==> src/rtl/bnt_pkg.sv <==
// Shared constants, types and helpers for the binary neighbor threshold filter.
// No dependencies; compiled first.
`default_nettype none
package bnt_pkg;

  localparam int MAX_SIDE       = 64;
  localparam int MIN_SIDE       = 4;
  localparam int WIN_DEPTH      = 2 * MAX_SIDE + 3;
  localparam int IDX_W          = $clog2(WIN_DEPTH);
  localparam int SIDE_W         = 7;
  localparam int CNT_W          = 13;
  localparam int SUM_W          = 4;
  localparam int FILL_THRESHOLD = 4;
  localparam logic [SIDE_W-1:0] SIDE_RESET = SIDE_W'(16);

  localparam logic FUNC_PUSH  = 1'b0;
  localparam logic FUNC_DRAIN = 1'b1;

  // Control for the cell chain, one set per cycle.
  typedef struct packed {
    logic shift;
    logic clr;
    logic din;
  } win_ctl_t;

  // Clamp the programmed side into the supported range.
  function automatic logic [SIDE_W-1:0] sat_side(input logic [SIDE_W-1:0] s);
    logic [SIDE_W-1:0] r;
    r = s;
    if (s < SIDE_W'(MIN_SIDE)) r = SIDE_W'(MIN_SIDE);
    if (s > SIDE_W'(MAX_SIDE)) r = SIDE_W'(MAX_SIDE);
    return r;
  endfunction

endpackage
`default_nettype wire

==> src/rtl/bnt_in_if.sv <==
// Input channel interface: valid/ready handshake with func and cell_req.
// No dependencies.
`default_nettype none
interface bnt_in_if;
  logic valid;
  logic ready;
  logic func;
  logic cell_req;

  modport source (output valid, output func, output cell_req, input ready);
  modport sink   (input valid, input func, input cell_req, output ready);
endinterface
`default_nettype wire

==> src/rtl/bnt_out_if.sv <==
// Result channel interface: valid/ready handshake with cell_out and last.
// No dependencies.
`default_nettype none
interface bnt_out_if;
  logic valid;
  logic ready;
  logic cell_out;
  logic last;

  modport source (output valid, output cell_out, output last, input ready);
  modport sink   (input valid, input cell_out, input last, output ready);
endinterface
`default_nettype wire

==> src/rtl/bnt_cell.sv <==
// One window cell: a single stored bit, loaded from its upstream neighbor.
// Uses bnt_pkg for the chain control struct.
`default_nettype none
module bnt_cell (
  input  wire logic              clk,
  input  wire logic              rst_n,
  input  wire bnt_pkg::win_ctl_t ctl,
  input  wire logic              d,
  output logic                   q
);
  import bnt_pkg::*;

  logic q_r;

  always_ff @(posedge clk) begin
    if (!rst_n || ctl.clr) begin
      q_r <= 1'b0;
    end else if (ctl.shift) begin
      q_r <= d;
    end
  end

  assign q = q_r;
endmodule
`default_nettype wire

==> src/rtl/bnt_window.sv <==
// Raster window: a chain of bnt_cell instances, newest cell at index 0.
// Uses bnt_pkg and bnt_cell.
`default_nettype none
module bnt_window (
  input  wire logic                       clk,
  input  wire logic                       rst_n,
  input  wire bnt_pkg::win_ctl_t          ctl,
  output logic [bnt_pkg::WIN_DEPTH-1:0]   win
);
  import bnt_pkg::*;

  for (genvar i = 0; i < WIN_DEPTH; i++) begin : g_cell
    if (i == 0) begin : g_head
      bnt_cell u_cell (.clk(clk), .rst_n(rst_n), .ctl(ctl), .d(ctl.din), .q(win[i]));
    end else begin : g_body
      bnt_cell u_cell (.clk(clk), .rst_n(rst_n), .ctl(ctl), .d(win[i-1]), .q(win[i]));
    end
  end
endmodule
`default_nettype wire

==> src/rtl/bnt_vote.sv <==
// Neighbor vote: picks the eight neighbor taps for the current side and
// thresholds their count. Reads the window as it will be after this shift.
// Uses bnt_pkg.
`default_nettype none
module bnt_vote (
  input  wire logic [bnt_pkg::WIN_DEPTH-1:0] win,
  input  wire logic                          din,
  input  wire logic [bnt_pkg::SIDE_W-1:0]    side,
  output logic                               filled
);
  import bnt_pkg::*;

  logic [IDX_W-1:0] s_idx;
  logic [IDX_W-1:0] s2_idx;
  logic [SUM_W-1:0] sum;

  // Post-shift index k is pre-shift index k-1; index 0 is the incoming bit.
  always_comb begin
    s_idx  = IDX_W'(side);
    s2_idx = IDX_W'({side, 1'b0});
    sum = SUM_W'(din)
        + SUM_W'(win[0])
        + SUM_W'(win[1])
        + SUM_W'(win[s_idx - IDX_W'(1)])
        + SUM_W'(win[s_idx + IDX_W'(1)])
        + SUM_W'(win[s2_idx - IDX_W'(1)])
        + SUM_W'(win[s2_idx])
        + SUM_W'(win[s2_idx + IDX_W'(1)]);
    filled = (sum > SUM_W'(FILL_THRESHOLD));
  end
endmodule
`default_nettype wire

==> src/rtl/binary_neighbor_threshold_filter_core.sv <==
// Top level of the binary neighbor threshold filter (4-5 cave automaton pass).
// Uses bnt_pkg, bnt_in_if, bnt_out_if, bnt_window, bnt_vote.
//
//   channel | dir | handshake      | payload
//   --------+-----+----------------+--------------------------
//   in_bus  | in  | valid / ready  | func, cell_req
//   out_bus | out | valid / ready  | cell_out, last
//   cfg     | in  | cfg_we         | cfg_wdata (grid_side)
//
// One beat per clock while in_bus.ready is high; a push or full-frame beat shifts
// the chain once and any result lands in the output register on the next edge.
// in_bus.ready drops only while a result sits unclaimed and out_bus.ready is low.
// Results lag input cells by side+1 beats; side+1 drain beats flush a frame.
// Synchronous active-low reset clears the window, both counts and the output
// valid flag; grid_side returns to 16.
`default_nettype none
module binary_neighbor_threshold_filter_core (
  input  wire logic                        clk,
  input  wire logic                        rst_n,
  bnt_in_if.sink                           in_bus,
  bnt_out_if.source                        out_bus,
  input  wire logic                        cfg_we,
  input  wire logic [bnt_pkg::SIDE_W-1:0]  cfg_wdata
);
  import bnt_pkg::*;

  logic [SIDE_W-1:0]    grid_side_r;
  logic [CNT_W-1:0]     in_count_r,  in_count_nxt;
  logic [CNT_W-1:0]     out_count_r, out_count_nxt;
  logic                 out_valid_r, out_valid_nxt;
  logic                 cell_out_r,  cell_out_nxt;
  logic                 last_r,      last_nxt;

  logic [SIDE_W-1:0]    side;
  logic [CNT_W-1:0]     side_w;
  logic [CNT_W-1:0]     total;
  logic [CNT_W-1:0]     in_cnt_inc;
  logic                 in_ready;
  logic                 accept;
  logic                 full;
  logic                 push;
  logic                 drain_emit;
  logic                 emit;
  logic                 fin;
  logic                 filled;
  win_ctl_t             ctl;
  logic [WIN_DEPTH-1:0] win;

  // Configuration register
  always_ff @(posedge clk) begin
    if (!rst_n) begin
      grid_side_r <= SIDE_RESET;
    end else if (cfg_we) begin
      grid_side_r <= cfg_wdata;
    end
  end

  // Frame geometry; side <= 64 so side^2 fits the 13-bit count
  assign side   = sat_side(grid_side_r);
  assign side_w = CNT_W'(side);
  assign total  = side_w * side_w;

  // Output register frees up when taken, so input keeps flowing
  assign in_ready     = !out_valid_r || out_bus.ready;
  assign in_bus.ready = in_ready;
  assign accept       = in_bus.valid && in_ready;

  // Beat classification. A push on a full frame acts as a drain;
  // a drain before the frame is full is dropped.
  always_comb begin
    full       = (in_count_r >= total);
    in_cnt_inc = in_count_r + CNT_W'(1);
    push       = accept && (in_bus.func == FUNC_PUSH) && !full;
    drain_emit = accept && full;
    emit       = drain_emit || (push && (in_cnt_inc >= side_w + CNT_W'(2)));
    fin        = emit && (({1'b0, out_count_r} + (CNT_W+1)'(1)) >= {1'b0, total});
    ctl.shift  = push || drain_emit;
    ctl.din    = push ? in_bus.cell_req : 1'b0;
    ctl.clr    = fin;
  end

  bnt_window u_window (
    .clk   (clk),
    .rst_n (rst_n),
    .ctl   (ctl),
    .win   (win)
  );

  bnt_vote u_vote (
    .win    (win),
    .din    (ctl.din),
    .side   (side),
    .filled (filled)
  );

  // Counts; a final result restarts the frame
  always_comb begin
    in_count_nxt  = in_count_r;
    out_count_nxt = out_count_r;
    if (fin) begin
      in_count_nxt  = '0;
      out_count_nxt = '0;
    end else begin
      if (push) in_count_nxt = in_cnt_inc;
      if (emit) out_count_nxt = out_count_r + CNT_W'(1);
    end
  end

  // Output register
  always_comb begin
    out_valid_nxt = out_valid_r;
    cell_out_nxt  = cell_out_r;
    last_nxt      = last_r;
    if (emit) begin
      out_valid_nxt = 1'b1;
      cell_out_nxt  = filled;
      last_nxt      = fin;
    end else if (out_bus.ready) begin
      out_valid_nxt = 1'b0;
    end
  end

  always_ff @(posedge clk) begin
    if (!rst_n) begin
      in_count_r  <= '0;
      out_count_r <= '0;
      out_valid_r <= 1'b0;
    end else begin
      in_count_r  <= in_count_nxt;
      out_count_r <= out_count_nxt;
      out_valid_r <= out_valid_nxt;
    end
  end

  always_ff @(posedge clk) begin
    cell_out_r <= cell_out_nxt;
    last_r     <= last_nxt;
  end

  assign out_bus.valid    = out_valid_r;
  assign out_bus.cell_out = cell_out_r;
  assign out_bus.last     = last_r;
endmodule
`default_nettype wire

==> src/flat_wrapper.sv <==
// flat-port wrapper written by rule: the top's interface ports become plain ports
module binary_neighbor_threshold_filter_core_flat import bnt_pkg::*;
  (clk, rst_n, cfg_we, cfg_wdata, in_bus_valid, in_bus_func, in_bus_cell_req, in_bus_ready, out_bus_valid, out_bus_cell_out, out_bus_last, out_bus_ready);
  bnt_in_if in_bus_i ();
  bnt_out_if out_bus_i ();
  input  wire logic clk;
  input  wire logic rst_n;
  input  wire logic cfg_we;
  input  wire logic [bnt_pkg::SIDE_W-1:0] cfg_wdata;
  input wire logic [$bits(in_bus_i.valid)-1:0] in_bus_valid;
  input wire logic [$bits(in_bus_i.func)-1:0] in_bus_func;
  input wire logic [$bits(in_bus_i.cell_req)-1:0] in_bus_cell_req;
  output wire logic [$bits(in_bus_i.ready)-1:0] in_bus_ready;
  output wire logic [$bits(out_bus_i.valid)-1:0] out_bus_valid;
  output wire logic [$bits(out_bus_i.cell_out)-1:0] out_bus_cell_out;
  output wire logic [$bits(out_bus_i.last)-1:0] out_bus_last;
  input wire logic [$bits(out_bus_i.ready)-1:0] out_bus_ready;
  assign in_bus_i.valid = in_bus_valid;
  assign in_bus_i.func = in_bus_func;
  assign in_bus_i.cell_req = in_bus_cell_req;
  assign in_bus_ready = in_bus_i.ready;
  assign out_bus_valid = out_bus_i.valid;
  assign out_bus_cell_out = out_bus_i.cell_out;
  assign out_bus_last = out_bus_i.last;
  assign out_bus_i.ready = out_bus_ready;
  binary_neighbor_threshold_filter_core u_core (.clk(clk), .rst_n(rst_n), .in_bus(in_bus_i), .out_bus(out_bus_i), .cfg_we(cfg_we), .cfg_wdata(cfg_wdata));
endmodule
==> config.mk <==
export PLATFORM = sky130hd
export DESIGN_NAME = binary_neighbor_threshold_filter_core_flat
export DESIGN_NICKNAME = d
export VERILOG_FILES = /design/src/rtl/bnt_pkg.sv /design/src/rtl/bnt_in_if.sv /design/src/rtl/bnt_out_if.sv /design/src/rtl/bnt_cell.sv /design/src/rtl/bnt_window.sv /design/src/rtl/bnt_vote.sv /design/src/rtl/binary_neighbor_threshold_filter_core.sv /design/src/flat_wrapper.sv
export SDC_FILE = /design/constraint.sdc
export NUM_CORES = 1
export LEC_CHECK = 0
export BUFFER_PORTS_ARGS = -buffer_cell sky130_fd_sc_hd__buf_2
export CAP_MARGIN = 30
export CORE_MARGIN = 8
export CORE_UTILIZATION = 60
export DETAILED_ROUTE_END_ITERATION = 7
export PLACE_DENSITY = 0.76
export SYNTH_ARGS = -nofsm -noshare
export SYNTH_HDL_FRONTEND = slang
export SYNTH_SLANG_ARGS = --single-unit
==> constraint.sdc <==
create_clock -name clk -period 16.45 [get_ports clk]
set_clock_uncertainty 0.1 [all_clocks]
set_input_delay 3.29 -clock clk [delete_from_list [all_inputs] [get_ports clk]]
set_output_delay 3.29 -clock clk [all_outputs]
set_load 0.005 [all_outputs]
* After elaboration in Yosys (flattened, before gate mapping)
Cells that the tools add are included.
** Storage, ports and cells
- Input bits :: 14
- Logic and storage cells :: 196
- Register bits :: 167
- Output and inout port bits :: 4
** Operators by class
- Multiplexer cells :: 15
- $mul :: 1
- Reductions and logical operators :: 15
- Add/sub/neg operators :: 15
- Magnitude comparators :: 11
- Bitwise operators :: 2
** Operators with widths (number)
- < comparator 8 x 9 -> 1 bit, second input constant :: 5
- binary-select mux 1 bit (select 8 bit) :: 4
- adder 13 x 1 -> 13 bit, second input constant :: 2
- >= comparator 13 bit :: 2
- adder 4 x 1 -> 4 bit :: 6
- adder 13 x 1 -> 14 bit, second input constant :: 1
- >= comparator 14 x 13 -> 1 bit :: 1
- two-way mux 7 bit :: 2
- multiplier 7 x 7 -> 13 bit :: 1
- adder 7 x 1 -> 8 bit, second input constant :: 1
- adder 7 x 2 -> 8 bit, second input constant :: 1
- adder 8 x 1 -> 8 bit, second input constant :: 1
- two-way mux 1 bit :: 8
- subtractor 7 x 1 -> 8 bit, second input constant :: 1
- subtractor 8 x 1 -> 8 bit, second input constant :: 1
- binary-select mux 1 bit (select 7 bit) :: 1
- > comparator 7 bit, second input constant :: 1
- < comparator 7 x 3 -> 1 bit, second input constant :: 1
- logical AND 1 bit :: 6
- > comparator 4 x 3 -> 1 bit, second input constant :: 1
- logical OR 1 bit :: 4
- zero test 1 bit :: 3
- adder 1 x 1 -> 2 bit :: 1
- inverter 1 bit :: 2
- 2 further kinds :: 2

* Depth between registers and ports, before layout
Gate-level depths: netlist of run 1.
- Depth in word-level cells :: 16
- Depth in mapped cells :: 41

* Hierarchy
A second synthesis of run 1 with hierarchy kept.
** Second synthesis, totals
- Cell total of the unflattened synthesis :: 1275
- Area, all modules :: 14194.9 sq um
** Modules (own cells, without submodules)
- bnt_cell :: instances 131, area an instance 42.5 sq um, seq. area each 20.0 sq um, cells each 3
- bnt_vote :: instances 1, area an instance 4506.8 sq um, seq. area each 0.0 sq um, cells each 404
- binary_neighbor_threshold_filter_core :: instances 1, area an instance 4115.2 sq um, seq. area each 740.7 sq um, cells each 478

* Worst setup path after synthesis of run 1
OpenSTA, ideal clock, no wires.
- Path kind :: register -> register
- Start :: register u_core.grid_side_r[3]
- End :: register u_core.cell_out_r (netlist: u_core.out_bus.cell_out) (data pin)
- Library setup time :: 254 ps
- Data arrival time :: 9030 ps
- Setup slack :: 7066 ps
- Cell stages (with the launch flop) :: 38
- Path through :: dfxtp_1 > or4_4 > nand2_1 > clkbuf_1 > nand2_1 > fa_1 > fa_1 > fa_1 > fa_1 > inv_1 > ha_1 > o21a_1 > o31ai_2 > nand2b_1 > a21o_1 > a21o_1 > a21oi_1 > xor2_1 > [2 not listed] > o31a_1 > o21ai_0 > a211o_1 > o31ai_1 > o31a_1 > buf_1 > nand2_1 > inv_1 > ha_1 > inv_1 > fa_1 > fa_1 > inv_1 > fa_1 > fa_1 > o22ai_1 > a21oi_1 > a21o_1
** RTL lines
- start: declaration :: RTL line binary_neighbor_threshold_filter_core.sv:27 : logic [SIDE_W-1:0] grid_side_r;
- start signal: assignment :: RTL line binary_neighbor_threshold_filter_core.sv:54 : grid_side_r <= cfg_wdata;
- end signal: assignment :: RTL line binary_neighbor_threshold_filter_core.sv:136 : cell_out_r <= cell_out_nxt;
- end: declaration :: RTL line binary_neighbor_threshold_filter_core.sv:31 : logic cell_out_r, cell_out_nxt;

==> results.sh, run 1 <==
export IMPL_synth_edf_count=2
export IMPL_place_inst=1709
export IMPL_synth_flop_cell="dfxtp_1"
export IMPL_num_rows=53
export IMPL_setup_worst_path_end_class="flip-flop"
export IMPL_io_pins=18
export IMPL_cts_root_buffer="clkbuf_16"
export IMPL_start_util_pct=61.21
export IMPL_grt_pass1_vias=10200
export IMPL_yosys_area_top_type="dfxtp_1"
export IMPL_leakage_nw=5.346
export IMPL_cts_sinks=166
export IMPL_core_um2=21090
export IMPL_clkTransAtPathRegs_ns=0.07
export IMPL_detailed_place_area_um2=12990
export IMPL_syn_to_final_growth_pct=5.099
export IMPL_post_drt_via_cell_ratio=6.455
export IMPL_synthArstFlopShare_pct=0
export IMPL_synth_cell_area_um2=12910
export IMPL_hpwlAfterDp_um=23020
export IMPL_numCtsBuffers=17
export IMPL_drtPass1Iterations=5
export IMPL_yosysSeqAreaShare_pct=25.90
export IMPL_drt_total_wl_um=33910
export IMPL_avgSynthCellArea_um2=8.582
export IMPL_grt_use_met3_pct=6.345
export IMPL_fillers=1739
export IMPL_fin_tns_setup_ns=0
export IMPL_use_met1_pct=34.10
export IMPL_hold_buffers=0
export IMPL_cp_required_ns=16.55
export IMPL_seqCellArea_um2=3343
export IMPL_top_usage_layer="met2"
export IMPL_path_class="flip-flop to flip-flop"
export IMPL_synth_top_area_share_pct=25.44
export IMPL_post_cts_buffers=0
export IMPL_min_period_over_period_pct=64.02
export IMPL_drive_gt1_share_pct=9.550
export IMPL_path_max_fanout=69
export IMPL_grt_use_met2_pct=39.03
export IMPL_postLayoutCoreUtil_pct=64.33
export IMPL_fmax_mhz=94.95
export IMPL_post_route_cell_area_um2=13570
export IMPL_grt_overflow=0
export IMPL_tightest_slew_ns=1.227
export IMPL_setup_viol=0
export IMPL_multi_input_area_um2=8852
export IMPL_cpMostUsedCell="fa_1"
export IMPL_clk_latency_ns=0.45
export IMPL_status="finished, final reports clean"
export IMPL_grt_antenna_before_repair=0
export IMPL_die_x_um=162.7
export IMPL_hold_class="flip-flop to flip-flop"
export IMPL_cap_violations=0
export IMPL_final_instance_count_excl_fill=1741
export IMPL_power_density_nw_per_um2=80.53
export IMPL_finalMaxSlewViolations=0
export IMPL_drt_iter0_markers=1339
export IMPL_grt_usage_pct=25.34
export IMPL_ir_drop_v=0.00006872
export IMPL_slowest_delay_ns=0.70
export IMPL_hold_viol=0
export IMPL_postSynthCellCount=1504
export IMPL_cts_max_path_buffers=2
export IMPL_htree_levels=4
export IMPL_worstPathArrival_ns=10.63
export IMPL_finalNetCount=1545
export IMPL_synthTopCellsByArea="dfxtp_1 (25%), mux2i_1 (15%), mux4_2 (8.0%)"
export IMPL_slowest_stage="nor2_4"
export IMPL_vias=11240
export IMPL_dieArea_um2=26460
export IMPL_min_period_ns=10.53
export IMPL_ys_ff_latch=166
export IMPL_yosysWarnings=0
export IMPL_grt_pass1_wl_um=54480
export IMPL_die_h_um=162.7
export IMPL_start_kind="flip-flop"
export IMPL_io_buffers=17
export IMPL_antenna_cells=0
export IMPL_power_total_w=0.001092
export IMPL_wl_per_cell_um=19.48
export IMPL_rsz0062_at_grt="false"
export IMPL_gp_congestion=0.9512
export IMPL_ys_types=75
export IMPL_cts_resized_gates=0
export IMPL_cts_tree="built"
export IMPL_drc=0
export IMPL_ant_nets=0
export IMPL_grt_max_degree=131
export IMPL_slew_headroom_pct=18.23
-- cells by family after synthesis --
kind of cell | count (synthesis) | synth area share [%]
AND/OR/NAND/NOR | 605 | 21.07
adder cells (fa/ha/maj) | 79 | 8.744
multiplexers | 244 | 23.49
AO/OA/AOI/OAI | 193 | 10.95
other | 2 | 0.05818
buffers and inverters | 159 | 5.981
flip-flops | 166 | 25.90
XOR/XNOR | 56 | 3.800
-- sequential cells by signal, indices dropped and copies added, names as in the netlist --
register and count:
u_core.in_count_r 13, u_core.grid_side_r 7, u_core.u_window.g_cell.g_head.u_cell.q 1, u_core.out_bus.valid 1, u_core.u_window.g_cell.g_body.u_cell.q 129, u_core.out_count_r 13
u_core.out_bus.last 1, u_core.out_bus.cell_out 1
-- area by class of cell --
cell class | instances | share of cell area (%)
sequential | 166 | 24.64
timing repair buffer | 36 | 2.011
clock inverter | 14 | 1.088
clock buffer | 18 | 3.164
multi-input combinational | 1185 | 65.26
inverter | 47 | 1.300
tap | 275 | 2.536
-- through the flow --
step / hold slack, ns / setup slack [ns]
after floorplan: 0.3607 / 7.066
after global placement: 0.3944 / 6.330
after detailed placement: 0.4096 / 6.041
after CTS: 0.4169 / 5.996
after global routing: 0.4277 / 5.307
final: 0.4149 / 5.918
-- critical path: cells and delay by family (launching register included) --
family | cells | cell delay, ns
xor+xnor | 1 | 0.25
simple gates | 7 | 2.17
compound gates | 13 | 2.30
flops | 1 | 0.56
fa+ha+maj | 10 | 4.24
buf+inv | 6 | 0.70
-- layout by cell type, fill, tap and decap left out, drive strengths merged, types with 5 or more instances in the layout --
cell type / count
a311oi: 37
nand4: 12
a211oi: 10
dfxtp: 164
and2: 9
mux2: 11
buf: 36
a21o: 13
nand2: 219
o21a: 7
o311ai: 5
nand3b: 5
xor2: 26
nand2b: 11
a21oi: 28
inv: 50
clkbuf: 18
mux4: 46
nor3: 8
o31a: 5
o211ai: 6
o21ai: 21
o31ai: 7
and3: 45
clkinv: 9
conb: 8
fa: 19
a2111oi: 7
mux2i: 187
a31oi: 10
or3: 5
nand3: 74
xnor2: 30
nor2b: 15
ha: 59
nor2: 186
o22ai: 9
-- cell usage after synthesis (all sizes together), types with 8 or more instances --
master,n
o22ai,9
xor2,26
and3,45
a311oi,37
xnor2,30
mux4,46
nand2,219
and2,9
nor2b,15
buf,76
inv,46
a21o,13
dfxtp,164
a211oi,10
ha,59
a31oi,10
o21ai,21
nand2b,11
mux2,11
fa,19
nand4,12
clkbuf,36
a21oi,28
nor2,186
mux2i,187
nor3,8
nand3,74
-- final timing paths --
| check | start | endpoint | slack, ns | cells after the start |
|---|---|---|---|---|
| worst max-delay path | u_core.grid_side_r[6]$_SDFFE_PN0P_ | u_core.out_bus.cell_out$_DFFE_PP_ | 5.92 | 37 |
| worst max register to register | u_core.grid_side_r[6]$_SDFFE_PN0P_ | u_core.out_bus.cell_out$_DFFE_PP_ | 5.92 | 37 |
| worst min-delay path | u_core.out_count_r[9]$_SDFFE_PP0P_ | u_core.out_count_r[9]$_SDFFE_PP0P_ | 0.41 | 2 |
| worst min register to register | u_core.out_count_r[9]$_SDFFE_PP0P_ | u_core.out_count_r[9]$_SDFFE_PP0P_ | 0.41 | 2 |
-- layer usage --
metal	routed length (um)	vias to the layer above
met5	0	-
met4	761	0
met3	3248	80
met2	15590	563
met1	14310	5339
li1	-	5257
-- report_power, final --
part	internal, W	leakage [nW]	switching (W)	total, W
clock network	0.000213	0.281	0.000187	0.000400
logic	0.000107	3.72	0.000177	0.000284
registers	0.000405	1.34	0.00000410	0.000409
No activity file was read; power rests on OpenSTA's default activity.
==> run 2, diff against run 1 <==
- CORE_UTILIZATION: 60 -> 59
- PLACE_DENSITY: 0.76 -> 0.78
- clock period: 16.45 -> 9.25 ns (I/O delays scaled with it)
==> results.sh, run 2 (synthesis results as in run 1) <==
export IMPL_r2r_slack_ns=0.52
export IMPL_violations="design-rule violations"
export IMPL_p_int_w=0.001307
export IMPL_status="finished with violations"
export IMPL_swShare_pct=34.27
export IMPL_grt_pass1_wl_um=55550
export IMPL_worstPathArrival_ns=8.82
export IMPL_clk_latency_ns=0.44
export IMPL_grt_usage_pct=25.39
export IMPL_mostFrequentLayoutCells="nand2_1 (217), mux2i_1 (187), nor2_1 (185), dfxtp_1 (163), nand3_1 (73)"
export IMPL_grt_antenna_before_repair=0
export IMPL_drt_iter0_markers=1356
export IMPL_gp_congestion=0.9215
export IMPL_path_depth=35
export IMPL_rsz0062_at_grt="false"
export IMPL_ant_nets=0
export IMPL_hold_class="flip-flop to flip-flop"
export IMPL_hold_slack_ns=0.4205
export IMPL_timing_rr_end="u_core.out_bus.cell_out$_DFFE_PP_"
export IMPL_fillers=1846
export IMPL_start_util_pct=59.70
export IMPL_finalNetCount=1555
export IMPL_min_period_ns=8.728
export IMPL_hold_buffers=0
export IMPL_leakage_nw=5.403
export IMPL_timing_rr_start="u_core.grid_side_r[3]$_SDFFE_PN0P_"
export IMPL_ir_drop_v=0.0001213
export IMPL_start_kind="flip-flop"
export IMPL_detailed_place_area_um2=13060
export IMPL_seqPwrFrac_pct=36.4
export IMPL_setup_worst_path_end_class="flip-flop"
export IMPL_drtPass1Iterations=8
export IMPL_cp_required_ns=9.34
export IMPL_post_drt_via_cell_ratio=6.530
export IMPL_dieArea_um2=26870
export IMPL_path_class="flip-flop to flip-flop"
export IMPL_vias=11470
export IMPL_slew_headroom_pct=23.33
export IMPL_cts_max_path_buffers=2
export IMPL_grt_max_degree=149
export IMPL_wl_met3_um=3679
export IMPL_cap_violations=0
export IMPL_htree_levels=4
export IMPL_antenna_cells=0
export IMPL_tightest_slew_ns=1.142
export IMPL_clkTransAtPathRegs_ns=0.07
export IMPL_fmax_mhz=114.6
export IMPL_combPwrFrac_pct=26.3
export IMPL_power_share_clock_pct=37.4
export IMPL_power_total_w=0.001988
export IMPL_io_buffers=17
export IMPL_die_h_um=163.9
export IMPL_grt_pass1_vias=10600
export IMPL_switchingPower_w=0.0006815
export IMPL_syn_to_final_growth_pct=6.145
export IMPL_drc=5
export IMPL_worst_slack_ns=0.5223
export IMPL_cts_root_buffer="clkbuf_16"
export IMPL_setup_viol=0
export IMPL_dpl_worst_slack_ns=0.3464
export IMPL_num_rows=54
export IMPL_cpMostUsedCell="fa_1"
export IMPL_r2r_cells=35
export IMPL_worstHoldStart="u_core.u_window.g_cell[129].g_body.u_cell.q$_SDFFE_PP0P_"
export IMPL_drive_gt1_share_pct=10.77
export IMPL_min_period_over_period_pct=94.35
export IMPL_io_pins=18
export IMPL_numCtsBuffers=17
export IMPL_finalMaxSlewViolations=0
export IMPL_slowest_stage="or4_4"
export IMPL_path_max_fanout=4
export IMPL_power_density_nw_per_um2=145.1
export IMPL_wl_met2_um=15650
export IMPL_hold_path_cell_count=2
export IMPL_drt_total_wl_um=34300
export IMPL_cpLargestDelayFamily="adder cells"
export IMPL_met1_length_um=14090
export IMPL_fin_tns_setup_ns=0
export IMPL_path_buf_inv=4
export IMPL_post_route_cell_area_um2=13700
export IMPL_cts_sinks=166
export IMPL_slowest_delay_ns=0.57
export IMPL_core_um2=21620
export IMPL_grt_overflow=0
export IMPL_hold_end="u_core.u_window.g_cell[129].g_body.u_cell.q$_SDFFE_PP0P_"
export IMPL_hpwlAfterDp_um=22490
export IMPL_largest_reg_flops=129
export IMPL_wl_per_cell_um=19.53
export IMPL_die_x_um=163.9
export IMPL_layout_commonest_cell="nand2_1"
export IMPL_hold_viol=0
export IMPL_top_layer="met4"
export IMPL_cts_tree="built"
-- run 2: cell types whose count changed in the layout (fill, tap and decap cells not counted), moves of 2 or more --
| cell | previous run | this run |
|---|---|---|
| clkinv_4 | 5 | 1 |
| clkinvlp_4 | 1 | 3 |
| inv_8 | 2 | 5 |
| clkinv_2 | 2 | 0 |
| buf_4 | 16 | 25 |
| fa_2 | 0 | 2 |
| fa_1 | 19 | 17 |
-- run 2: metrics by stage --
step / std cells / util [%]
floorplan: 1510 / -
global placement: 1722 / 60.29
detailed placement: 1723 / 60.42
CTS: 1755 / 63.20
global route: 1756 / 63.37
finish: 1756 / 63.37
-- run 2: what timing repair did --
item / in CTS / in global routing
endpoints found under the setup margin: 0 / 1
buffers inserted: 0 / 1
gates resized for setup: 0 / 9
hold endpoints to repair: 0 / 0
-- run 2: metal layers --
metal,up-vias,GRT usage [%]
met2,640,39.56
li1,5281,-
met5,-,0
met3,109,6.617
met4,0,7.934
met1,5437,33.93
-- run 2: worst min-delay path, delay by kind of cell (launching register included) --
kind,cells,cell delay (ns)
flip-flops,1,0.33
AND/OR/NAND/NOR,1,0.09
multiplexers,1,0.07
-- run 2: power by group through the flow --
stage               clock network (W)  registers (W)  logic (W)
floorplan                           0       0.000738   0.000386
global placement                    0       0.000739   0.000485
detailed placement                  0       0.000739   0.000498
CTS                          0.000750       0.000723   0.000504
global route                 0.000782       0.000723   0.000562
finish                       0.000743       0.000723   0.000523
-- run 2: area by class of cell --
class / instances / area (um2) / share of cell area [%]
Inverter: 47 / 176.4 / 1.288
Multi-Input combinational cell: 1185 / 8876 / 64.79
Clock inverter: 15 / 176.4 / 1.288
Sequential cell: 166 / 3344 / 24.41
Timing Repair Buffer: 46 / 351.6 / 2.566
Tap cell: 280 / 350.3 / 2.557
Clock buffer: 17 / 425.4 / 3.105
-- run 2: worst max-delay path by stage --
| stage | start | endpoint | slack [ns] |
|---|---|---|---|
| floorplan | u_core.grid_side_r[3]$_SDFFE_PN0P_ | u_core.out_bus.cell_out$_DFFE_PP_ | 0.13 |
| global placement | u_core.grid_side_r[3]$_SDFFE_PN0P_ | u_core.out_bus.cell_out$_DFFE_PP_ | 0.53 |
| detailed placement | u_core.grid_side_r[3]$_SDFFE_PN0P_ | u_core.out_bus.cell_out$_DFFE_PP_ | 0.35 |
| CTS | u_core.grid_side_r[3]$_SDFFE_PN0P_ | u_core.out_bus.cell_out$_DFFE_PP_ | 0.32 |
| global route | u_core.grid_side_r[3]$_SDFFE_PN0P_ | u_core.out_bus.cell_out$_DFFE_PP_ | 0.08 |
| finish | u_core.grid_side_r[3]$_SDFFE_PN0P_ | u_core.out_bus.cell_out$_DFFE_PP_ | 0.52 |
